$ cat config.mk
export PLATFORM = sky130hd
export DESIGN_NAME = websocket_frame_decoder
export DESIGN_NICKNAME = d
export VERILOG_FILES = /design/src/hw/rtl/wsfd_pkg.sv /design/src/hw/rtl/websocket_frame_decoder.sv /design/src/hw/rtl/wsfd_parser.sv /design/src/hw/rtl/wsfd_out_reg.sv
export SDC_FILE = /design/constraint.sdc
export NUM_CORES = 1
export LEC_CHECK = 0
export ABC_AREA = 1
export BUFFER_PORTS_ARGS = -buffer_cell sky130_fd_sc_hd__buf_2
export CAP_MARGIN = 20
export CORE_UTILIZATION = 34
export CTS_CLUSTER_DIAMETER = 100
export CTS_CLUSTER_SIZE = 8
export DETAILED_ROUTE_END_ITERATION = 10
export GPL_TIMING_DRIVEN = 0
export SKIP_LAST_GASP = 1
export SYNTH_ARGS = -nofsm -noshare
export SYNTH_HDL_FRONTEND = slang
export SYNTH_SLANG_ARGS = --single-unit
$ cat constraint.sdc
create_clock -name clk -period 6.8 [get_ports clk]
set_input_delay 0.34 -clock clk [delete_from_list [all_inputs] [get_ports clk]]
set_output_delay 0.34 -clock clk [all_outputs]
set_load 0.01 [all_outputs]
$ cat src/hw/rtl/wsfd_pkg.sv
// Shared types and constants for the WebSocket frame decoder.
package wsfd_pkg;

    localparam int BYTE_W   = 8;
    localparam int LEN_W    = 16;
    localparam int OPCODE_W = 4;
    localparam int STATUS_W = 2;
    localparam int KEY_W    = 32;

    localparam logic [LEN_W-1:0]  FRAME_LIMIT_RESET = 16'd1024;
    localparam logic [BYTE_W-1:0] MASK_BIT          = 8'h80;
    localparam logic [BYTE_W-1:0] LEN_CODE_MASK     = 8'h7F;
    localparam logic [BYTE_W-1:0] OPCODE_MASK       = 8'h0F;
    localparam logic [6:0]        LEN_CODE_EXT16    = 7'd126;
    localparam logic [6:0]        LEN_CODE_EXT64    = 7'd127;
    localparam logic [2:0]        HDR_LEN_SHORT     = 3'd2;
    localparam logic [2:0]        HDR_LEN_EXT16     = 3'd4;
    localparam logic [2:0]        KEY_LEN           = 3'd4;

    localparam logic [STATUS_W-1:0] STATUS_OK        = 2'd0;
    localparam logic [STATUS_W-1:0] STATUS_LEN64     = 2'd1;
    localparam logic [STATUS_W-1:0] STATUS_TOO_LARGE = 2'd2;

    typedef enum logic [2:0] {
        PH_HDR0   = 3'd0,
        PH_HDR1   = 3'd1,
        PH_EXTLEN = 3'd2,
        PH_KEY    = 3'd3,
        PH_DATA   = 3'd4,
        PH_FAILED = 3'd5
    } phase_t;

    typedef struct packed {
        logic [BYTE_W-1:0]   payload_byte;
        logic                data_valid;
        logic [OPCODE_W-1:0] frame_opcode;
        logic                last_of_frame;
        logic [STATUS_W-1:0] status;
    } result_t;

endpackage

$ cat src/hw/rtl/websocket_frame_decoder.sv
// Top level of the byte-serial WebSocket frame decoder.
//
// Usage:
//   Input channel (in_valid/in_ready, rx_byte) carries one stream byte per word.
//   Output channel (out_valid/out_ready) carries at most one result word per
//   input byte: payload_byte, data_valid, frame_opcode, last_of_frame, status.
//   Header bytes, extended length and mask key produce no word; each payload
//   byte produces one unmasked word; an empty frame produces one word with
//   data_valid low; a 64-bit length code or a frame over frame_limit produces
//   one error word, after which all input is swallowed until reset.
//   cfg_write_en/cfg_write_data write frame_limit (whole frame size in bytes,
//   header included); write it only while the decoder is idle.
// Timing:
//   One byte per cycle while out_ready stays high. A byte is captured in the
//   input register, parsed once the result slot is free or draining, and its
//   result then loads into the output register, which drives out_valid.
//   The parser between the two registers is combinational.
// Reset: parser returns to the first header byte, frame_limit to 1024.
// Stall: while out_ready is low and a result waits, the input register holds
//   its byte and in_ready drops once it is full.
module websocket_frame_decoder (
    input  logic                                clk,
    input  logic                                rst_n,
    input  logic                                in_valid,
    output logic                                in_ready,
    input  logic [wsfd_pkg::BYTE_W-1:0]         rx_byte,
    output logic                                out_valid,
    input  logic                                out_ready,
    output logic [wsfd_pkg::BYTE_W-1:0]         payload_byte,
    output logic                                data_valid,
    output logic [wsfd_pkg::OPCODE_W-1:0]       frame_opcode,
    output logic                                last_of_frame,
    output logic [wsfd_pkg::STATUS_W-1:0]       status,
    input  logic                                cfg_write_en,
    input  logic [wsfd_pkg::LEN_W-1:0]          cfg_write_data
);
    import wsfd_pkg::*;

    logic [LEN_W-1:0]  frame_limit_reg;
    logic              in_full_reg, in_full_next;
    logic [BYTE_W-1:0] in_byte_reg;
    logic              advance;
    logic              has_result;
    result_t           result;
    result_t           out_data;

    // frame limit register
    always_ff @(posedge clk or negedge rst_n)
    begin
        if (!rst_n)
        begin
            frame_limit_reg <= FRAME_LIMIT_RESET;
        end
        else if (cfg_write_en)
        begin
            frame_limit_reg <= cfg_write_data;
        end
    end

    // input register: byte moves on once the result slot is free or draining
    assign advance  = in_full_reg && (!out_valid || out_ready);
    assign in_ready = !in_full_reg || advance;

    always_comb
    begin
        in_full_next = in_full_reg;
        if (in_valid && in_ready)
        begin
            in_full_next = 1'b1;
        end
        else if (advance)
        begin
            in_full_next = 1'b0;
        end
    end

    always_ff @(posedge clk or negedge rst_n)
    begin
        if (!rst_n)
        begin
            in_full_reg <= 1'b0;
        end
        else
        begin
            in_full_reg <= in_full_next;
        end
    end

    always_ff @(posedge clk)
    begin
        if (in_valid && in_ready)
        begin
            in_byte_reg <= rx_byte;
        end
    end

    wsfd_parser u_parser (
        .clk         (clk),
        .rst_n       (rst_n),
        .step        (advance),
        .rx_byte     (in_byte_reg),
        .frame_limit (frame_limit_reg),
        .has_result  (has_result),
        .result      (result)
    );

    wsfd_out_reg u_out_reg (
        .clk       (clk),
        .rst_n     (rst_n),
        .load      (has_result),
        .load_data (result),
        .out_valid (out_valid),
        .out_ready (out_ready),
        .out_data  (out_data)
    );

    assign payload_byte  = out_data.payload_byte;
    assign data_valid    = out_data.data_valid;
    assign frame_opcode  = out_data.frame_opcode;
    assign last_of_frame = out_data.last_of_frame;
    assign status        = out_data.status;

endmodule

$ cat src/hw/rtl/wsfd_parser.sv
// Frame parser: header/length/key state and per-byte unmasking.
module wsfd_parser (
    input  logic                         clk,
    input  logic                         rst_n,
    input  logic                         step,
    input  logic [wsfd_pkg::BYTE_W-1:0]  rx_byte,
    input  logic [wsfd_pkg::LEN_W-1:0]   frame_limit,
    output logic                         has_result,
    output wsfd_pkg::result_t            result
);
    import wsfd_pkg::*;

    phase_t              phase_reg,     phase_next;
    logic [1:0]          hdr_idx_reg,   hdr_idx_next;
    logic [LEN_W-1:0]    remaining_reg, remaining_next;
    logic [KEY_W-1:0]    mask_key_reg,  mask_key_next;
    logic                masked_reg,    masked_next;
    logic [OPCODE_W-1:0] opcode_reg,    opcode_next;
    logic [1:0]          key_pos_reg,   key_pos_next;

    logic                len_known;
    logic [2:0]          hdr_len;
    logic [LEN_W:0]      total;
    logic [BYTE_W-1:0]   key_byte;
    logic [6:0]          len_code;
    logic [LEN_W-1:0]    rem_dec;

    always_comb
    begin
        phase_next     = phase_reg;
        hdr_idx_next   = hdr_idx_reg;
        remaining_next = remaining_reg;
        mask_key_next  = mask_key_reg;
        masked_next    = masked_reg;
        opcode_next    = opcode_reg;
        key_pos_next   = key_pos_reg;
        has_result     = 1'b0;
        result         = '{payload_byte: '0, data_valid: 1'b0, frame_opcode: opcode_reg,
                           last_of_frame: 1'b1, status: STATUS_OK};
        len_known      = 1'b0;
        hdr_len        = HDR_LEN_SHORT;
        len_code       = rx_byte[6:0] & LEN_CODE_MASK[6:0];
        rem_dec        = remaining_reg - 1'b1;
        key_byte       = '0;

        unique case (key_pos_reg)
            2'd0: key_byte = mask_key_reg[31:24];
            2'd1: key_byte = mask_key_reg[23:16];
            2'd2: key_byte = mask_key_reg[15:8];
            default: key_byte = mask_key_reg[7:0];
        endcase
        if (!masked_reg)
        begin
            key_byte = '0;
        end

        if (step)
        begin
            unique case (phase_reg)
                PH_HDR0:
                begin
                    opcode_next = rx_byte[OPCODE_W-1:0] & OPCODE_MASK[OPCODE_W-1:0];
                    phase_next  = PH_HDR1;
                end
                PH_HDR1:
                begin
                    masked_next = (rx_byte & MASK_BIT) != '0;
                    if (len_code == LEN_CODE_EXT64)
                    begin
                        phase_next    = PH_FAILED;
                        has_result    = 1'b1;
                        result.status = STATUS_LEN64;
                    end
                    else if (len_code == LEN_CODE_EXT16)
                    begin
                        hdr_idx_next   = '0;
                        remaining_next = '0;
                        phase_next     = PH_EXTLEN;
                    end
                    else
                    begin
                        remaining_next = {{(LEN_W-7){1'b0}}, len_code};
                        len_known      = 1'b1;
                    end
                end
                PH_EXTLEN:
                begin
                    remaining_next = {remaining_reg[LEN_W-BYTE_W-1:0], rx_byte};
                    if (hdr_idx_reg == 2'd0)
                    begin
                        hdr_idx_next = 2'd1;
                    end
                    else
                    begin
                        hdr_len   = HDR_LEN_EXT16;
                        len_known = 1'b1;
                    end
                end
                PH_KEY:
                begin
                    mask_key_next = {mask_key_reg[KEY_W-BYTE_W-1:0], rx_byte};
                    hdr_idx_next  = hdr_idx_reg + 2'd1;
                    if (hdr_idx_reg == 2'd3)
                    begin
                        if (remaining_reg == '0)
                        begin
                            phase_next = PH_HDR0;
                            has_result = 1'b1;
                        end
                        else
                        begin
                            phase_next = PH_DATA;
                        end
                    end
                end
                PH_DATA:
                begin
                    key_pos_next   = key_pos_reg + 2'd1;
                    remaining_next = rem_dec;
                    has_result     = 1'b1;
                    result.payload_byte  = rx_byte ^ key_byte;
                    result.data_valid    = 1'b1;
                    result.last_of_frame = (rem_dec == '0);
                    if (rem_dec == '0)
                    begin
                        phase_next = PH_HDR0;
                    end
                end
                default:
                begin
                    phase_next = PH_FAILED;
                end
            endcase
        end

        // length now known: limit check, then key, payload or empty frame
        total = {1'b0, remaining_next} + {{(LEN_W-2){1'b0}}, hdr_len}
              + (masked_next ? {{(LEN_W-2){1'b0}}, KEY_LEN} : '0);
        if (len_known)
        begin
            if (total > {1'b0, frame_limit})
            begin
                phase_next    = PH_FAILED;
                has_result    = 1'b1;
                result.status = STATUS_TOO_LARGE;
            end
            else
            begin
                hdr_idx_next = '0;
                key_pos_next = '0;
                if (masked_next)
                begin
                    mask_key_next = '0;
                    phase_next    = PH_KEY;
                end
                else if (remaining_next == '0)
                begin
                    phase_next = PH_HDR0;
                    has_result = 1'b1;
                end
                else
                begin
                    phase_next = PH_DATA;
                end
            end
        end
    end

    always_ff @(posedge clk or negedge rst_n)
    begin
        if (!rst_n)
        begin
            phase_reg     <= PH_HDR0;
            hdr_idx_reg   <= '0;
            remaining_reg <= '0;
            mask_key_reg  <= '0;
            masked_reg    <= 1'b0;
            opcode_reg    <= '0;
            key_pos_reg   <= '0;
        end
        else
        begin
            phase_reg     <= phase_next;
            hdr_idx_reg   <= hdr_idx_next;
            remaining_reg <= remaining_next;
            mask_key_reg  <= mask_key_next;
            masked_reg    <= masked_next;
            opcode_reg    <= opcode_next;
            key_pos_reg   <= key_pos_next;
        end
    end

endmodule

$ cat src/hw/rtl/wsfd_out_reg.sv
// Result register with valid/ready handshake toward the receiver.
module wsfd_out_reg (
    input  logic              clk,
    input  logic              rst_n,
    input  logic              load,
    input  wsfd_pkg::result_t load_data,
    output logic              out_valid,
    input  logic              out_ready,
    output wsfd_pkg::result_t out_data
);
    import wsfd_pkg::*;

    logic    valid_reg, valid_next;
    result_t data_reg;

    always_comb
    begin
        valid_next = valid_reg;
        if (load)
        begin
            valid_next = 1'b1;
        end
        else if (out_ready)
        begin
            valid_next = 1'b0;
        end
    end

    always_ff @(posedge clk or negedge rst_n)
    begin
        if (!rst_n)
        begin
            valid_reg <= 1'b0;
        end
        else
        begin
            valid_reg <= valid_next;
        end
    end

    always_ff @(posedge clk)
    begin
        if (load)
        begin
            data_reg <= load_data;
        end
    end

    assign out_valid = valid_reg;
    assign out_data  = data_reg;

endmodule
==> Word level (Yosys, flattened, before mapping) <==
Index checks and enable logic that the tools add are counted.
{ "totals": {"register_bits": 102, "in_bits": 29, "out_inout_bits": 18, "word_cells": 117} }
{ "classes": {"addsub": 5, "magnitude_cmp": 1, "eq_ne": 13, "mux": 63, "bitwise": 1, "n_reduce_logical": 18} }
{ "op_table": {"columns": ["cell", "count"], "rows": [
  ["$mux 32", 5],
  ["$logic_not 16->1", 3],
  ["$pmux 16 s3", 1],
  ["$mux 3", 14],
  ["$mux 16", 2],
  ["$mux 2", 13],
  ["$pmux 8 s3", 1],
  ["$mux 1", 21],
  ["$add 16x3->17", 1],
  ["$add 17x17->17", 1],
  ["$gt 17x16->1", 1],
  ["$sub 16x1->16 const B", 1],
  ["$pmux 3 s5", 1],
  ["$eq 7x7->1 const B", 2],
  ["$mux 8", 1],
  ["$xor 8x8->8", 1],
  ["$mux 7", 1],
  ["$eq 3x2->1 const B", 2],
  ["$ne 3x1->1 const B", 2],
  ["$pmux 2 s3", 1],
  ["$reduce_bool 2->1", 3],
  ["$reduce_and 5->1", 1],
  ["$add 2x1->2 const B", 2],
  ["$eq 2x2->1 const B", 2],
  ["13 further kinds", 18]
]} }

==> Depth between registers and ports, before layout <==
{ "depth": {"depth_word": 11, "depth_mapped": 36} }

==> By module <==
From an unflattened synthesis, not the netlist that was laid out.
{ "hier_totals": {"hier_cells": 847, "area_unflattened_um2": 6532.5} }
{ "modules_own_cells": {"columns": ["module", "instances", "cells_per_inst", "area_per_inst_um2"], "rows": [
  ["wsfd_parser", 1, 743, 5064.9],
  ["websocket_frame_decoder", 1, 83, 947.2],
  ["wsfd_out_reg", 1, 21, 520.5]
]} }

==> Least setup slack after synthesis <==
Ideal clock, no wire load.
{ "synth_path": {"kind": "register to register", "startpoint": "reg u_parser.phase_reg[2]", "endpoint": "reg u_out_reg.data_reg (netlist bit u_out_reg.out_data[0]), enable pin", "setup_time_ps": 372, "arrival_time_ps": 4470, "required_time_ps": 6428, "setup_slack_ps": 1959, "stages_incl_launch_ff": 34, "path_buffers": 1, "cell_sequence": "dfrtp_1 inv_2 nand2_1 nor2_1 clkbuf_1 a22oi_1 o21ai_0 nand2_1 nand2_1 inv_1 fa_1 inv_1 ha_1 inv_1 fa_1 inv_1 nand2_1 xor2_1 inv_1 ha_1 nand2_1 nor2_1 o21ai_0 nand3_1 nand2_1 nand2_1 nand2_1 nand2_1 nand2_1 nand2_1 nand2_1 nand2_1 nand2_1 nand2_1"} }
{ "synth_between": {"elab_chain_cells": 8} }
{ "synth_rtl": {"columns": ["element", "line", "source"], "rows": [
  ["start: declaration", "wsfd_parser.sv:13", "phase_t phase_reg, phase_next;"],
  ["start signal: assignment", "wsfd_parser.sv:183", "phase_reg <= phase_next;"],
  ["$eq 3x3->1, or another cell as far along", "wsfd_parser.sv:59", "unique case (phase_reg)"],
  ["$pmux 16 s3 *", "wsfd_parser.sv:59", null],
  ["$mux 16 *", "wsfd_parser.sv:57", "if (step)"],
  ["net u_parser.remaining_next[2]", "wsfd_parser.sv:15", "logic [LEN_W-1:0] remaining_reg, remaining_next;"],
  ["$add 16x3->17 / $logic_not 16->1 (equally long branches)", "wsfd_parser.sv:137, wsfd_parser.sv:156", null],
  ["$add 17x17->17 / $mux 1 (equally long branches)", "wsfd_parser.sv:138, wsfd_parser.sv:156", null],
  ["$gt 17x16->1 / $mux 1 (equally long branches)", "wsfd_parser.sv:141, wsfd_parser.sv:151", null],
  ["$mux 1 *", "wsfd_parser.sv:141", "if (total > {1'b0, frame_limit})"],
  ["$mux 1 *", "wsfd_parser.sv:139", "if (len_known)"],
  ["net has_result", "websocket_frame_decoder.sv:43", "logic has_result;"],
  ["end signal: assignment", "wsfd_out_reg.sv:45", "data_reg <= load_data;"],
  ["end: declaration", "wsfd_out_reg.sv:14", "result_t data_reg;"]
]} }
Mark *: on every way through the listed nets, which the timed path passes. The rest lies on a longest branch.
A chain may end at the register's enable or synchronous reset.

==> Final worst setup path <==
{ "layout_path": {"startpoint": "reg u_parser.phase_reg[2]", "endpoint": "reg u_out_reg.data_reg (netlist bit u_out_reg.out_data[2]), enable pin"} }
The elaborated chain is that of the path after synthesis.

==> run metrics <==
total inserted antenna cells=0; CTS tree=done; maximum number of pins on one net before global-route repair=54; DRT iter0 DRCs=370; Final nets=955; std cell rows=50; leakage=3.727 nW; Synth top area share=0.2972; dominant synthesized flop cell=dfrtp_1; Die X=140.1 microns; commonest cells after routing, fill and taps aside=nand2_1 (202), inv_1 (99), nor2_1 (83), dfrtp_1 (77), o21ai_0 (76); Final Max Tran Viols=0; pwr dens=445.3 nW/um^2; Comb power frac=0.529; critical path data arrival time=5900 ps; GRT overflow=0; initial antenna violation count=0; post-route ant nets=0; Vias=5339; core area=18710 sq um; Flop pwr share=0.300; sw power=1.520 mW; number of global-route vias before repair=5126; max_cap viols=0; EDFF count, synth=24; Port Buf Inserts=46; post-synth top area cell=dfrtp_1; clk buf depth=2; post-DR wirelength/cell=14.00 microns; minimum clock period=5911 ps; Detailed Routing Iterations Pass 1=5; Hold Crit Class=input pin to flip-flop; Post-CTS Setup Repair Bufs=0; Mapped Area=6482 sq um; CP max stage delay=640 ps; P_int=1.759 mW; CP max-delay cell=nand2_1; outcome=completed; YS warnings=0; Setup Crit Path Kind=flip-flop to flip-flop; post-route clock skew=10.22 ps; I/O Pins=47; final hold viol count=0; Max VDD drop=0.0001590 V; max reg flops=32; Resized Gates After CTS=0; syn_nets=896; top post-synthesis cells by area=dfrtp_1 (30%), nand2_1 (12%), edfxtp_1 (11%); RSZ-0062 raised after global routing=false; P&R area growth vs syn=13.57%; clk sinks=102; sw frac=0.4636; total power draw=3.279 mW; clock power share=0.171; GPL Wtd Cong=0.8805; most common cell after layout, fill and taps aside=nand2_1; final WL=15900 microns; share of cells above drive strength 1=0.1987; CTS Root Cell=clkbuf_16; Final setup viols=0; Worst Setup End Kind=flip-flop; FF-to-FF setup slack=890 ps; Synth async-reset ratio=0.7647; initial core utilization=0.3466; number of vias per cell=4.704; Least-Margin Pin Slew=822.2 ps; global-route wire length before repair=26560 microns; GRT Total Usage=0.1725; Worst-Skew Late Latency=360 ps; Slew Limit Headroom=0.4506; H-tree Lvls=3; distinct cell type count after synthesis=49; Crit path top cell by count=nand2_1; die area=19620 sq um; cells after synthesis=837; dpl hpwl=11680 microns; Final Cycle Share=0.8693; mean post-synth cell area=7.745 sq um; #FFs+latches synth=102; CP startpoint kind=flip-flop; Die Y=140.1 microns; sequential area share after synthesis=0.4125; clk slew on worst S/H paths=70 ps; final setup TNS=0 ps; Worst Path Max Fanout=16; drc violations=0; fmax=0.1692 GHz; CP required=6790 ps; FILL cells=1913; utilization after layout=0.3936; number of buffers created by CTS=9
==> power groups by stage <==
| stage | sequential, mW | clock (mW) | combinational, mW |
|---|---|---|---|
| final | 0.984 | 0.560 | 1.73 |
| after global routing | 1.01 | 0.597 | 1.99 |
| after detailed placement | 0.992 | 0 | 1.73 |
| after global placement | 0.993 | 0 | 1.69 |
| after CTS | 0.983 | 0.569 | 1.74 |
| after floorplan | 0.957 | 0 | 1.34 |
==> cell families (layout without fill, tap and decap cells) <==
family | after synthesis | count (layout) | share of synthesized area
simple gates | 411 | 411 | 0.2970
buf+inv | 158 | 222 | 0.1035
compound gates | 118 | 118 | 0.1021
flops | 102 | 102 | 0.4125
fa+ha+maj | 30 | 30 | 0.06022
xor+xnor | 17 | 17 | 0.02297
mux | 1 | 1 | 0.001737
==> critical path, delay by kind of cell (launching register included) <==
kind	cells	cell delay, ps
compound gates	3	370
xor+xnor	1	130
fa+ha+maj	4	1350
buf+inv	7	950
flops	1	460
simple gates	18	2250
==> area by class of cell <==
| class | count | area (sq um) | area share |
|---|---|---|---|
| repair buffers | 48 | 270.3 | 0.03671 |
| clock buffers | 11 | 254.0 | 0.03450 |
| flip-flops and latches | 102 | 2674 | 0.3632 |
| plain buffers | 20 | 140.1 | 0.01903 |
| multi-input cells | 577 | 3138 | 0.4262 |
| clock inverters | 5 | 62.56 | 0.008498 |
| well taps | 234 | 292.8 | 0.03977 |
| inverters | 138 | 530.5 | 0.07206 |
==> synth_stat cells (7+ instances only) <==
cell / number
nand2_1: 202
inv_1: 99
nor2_1: 83
dfrtp_1: 77
o21ai_0: 76
nand2_2: 47
inv_2: 36
nand3_1: 34
ha_1: 28
edfxtp_1: 24
a21oi_1: 18
clkbuf_1: 13
nand2_4: 10
xor2_1: 10
a221oi_1: 8
nand4_1: 7
nor4_1: 7
xnor2_1: 7
==> path summary, 6_finish.rpt <==
kind	from	to	cells past startpoint
worst max-delay path	u_parser.phase_reg[2]	u_out_reg.out_data[2]	33
worst min-delay path	rx_byte[0]	in_byte_reg[0]	1
worst max register to register	u_parser.phase_reg[2]	u_out_reg.out_data[2]	33
worst min register to register	u_parser.opcode_reg[3]	u_out_reg.out_data[6]	0
max in group asynchronous	rst_n	frame_limit_reg[10]	3
min in group asynchronous	rst_n	u_parser.phase_reg[2]	2
==> metrics by stage <==
step	hold slack [ps]	area, sq um	instances	setup slack, ps
2_1_floorplan	44.41	6482	837	1959
3_3_place_gp	436.2	7005	1117	914.1
3_5_place_dp	301.0	7036	1118	855.0
4_1_cts	147.6	7362	1135	819.6
5_1_grt	150.6	7362	1135	272.8
6_report	154.0	7362	1135	888.8
==> routing by layer <==
metal,track usage,share of wire,up-vias
met4,0.04858,0.013,0
met5,0,0,-
met3,0.02701,0.043,15
met1,0.2515,0.51,2437
li1,-,-,2769
met2,0.2632,0.43,118
==> what timing repair did <==
action | in CTS | in global routing
endpoints found under the setup margin | 0 | 0
endpoints found under the hold margin | 25 | 0
hold buffers | 1 | 0
No activity file was read; power rests on OpenSTA's default activity.
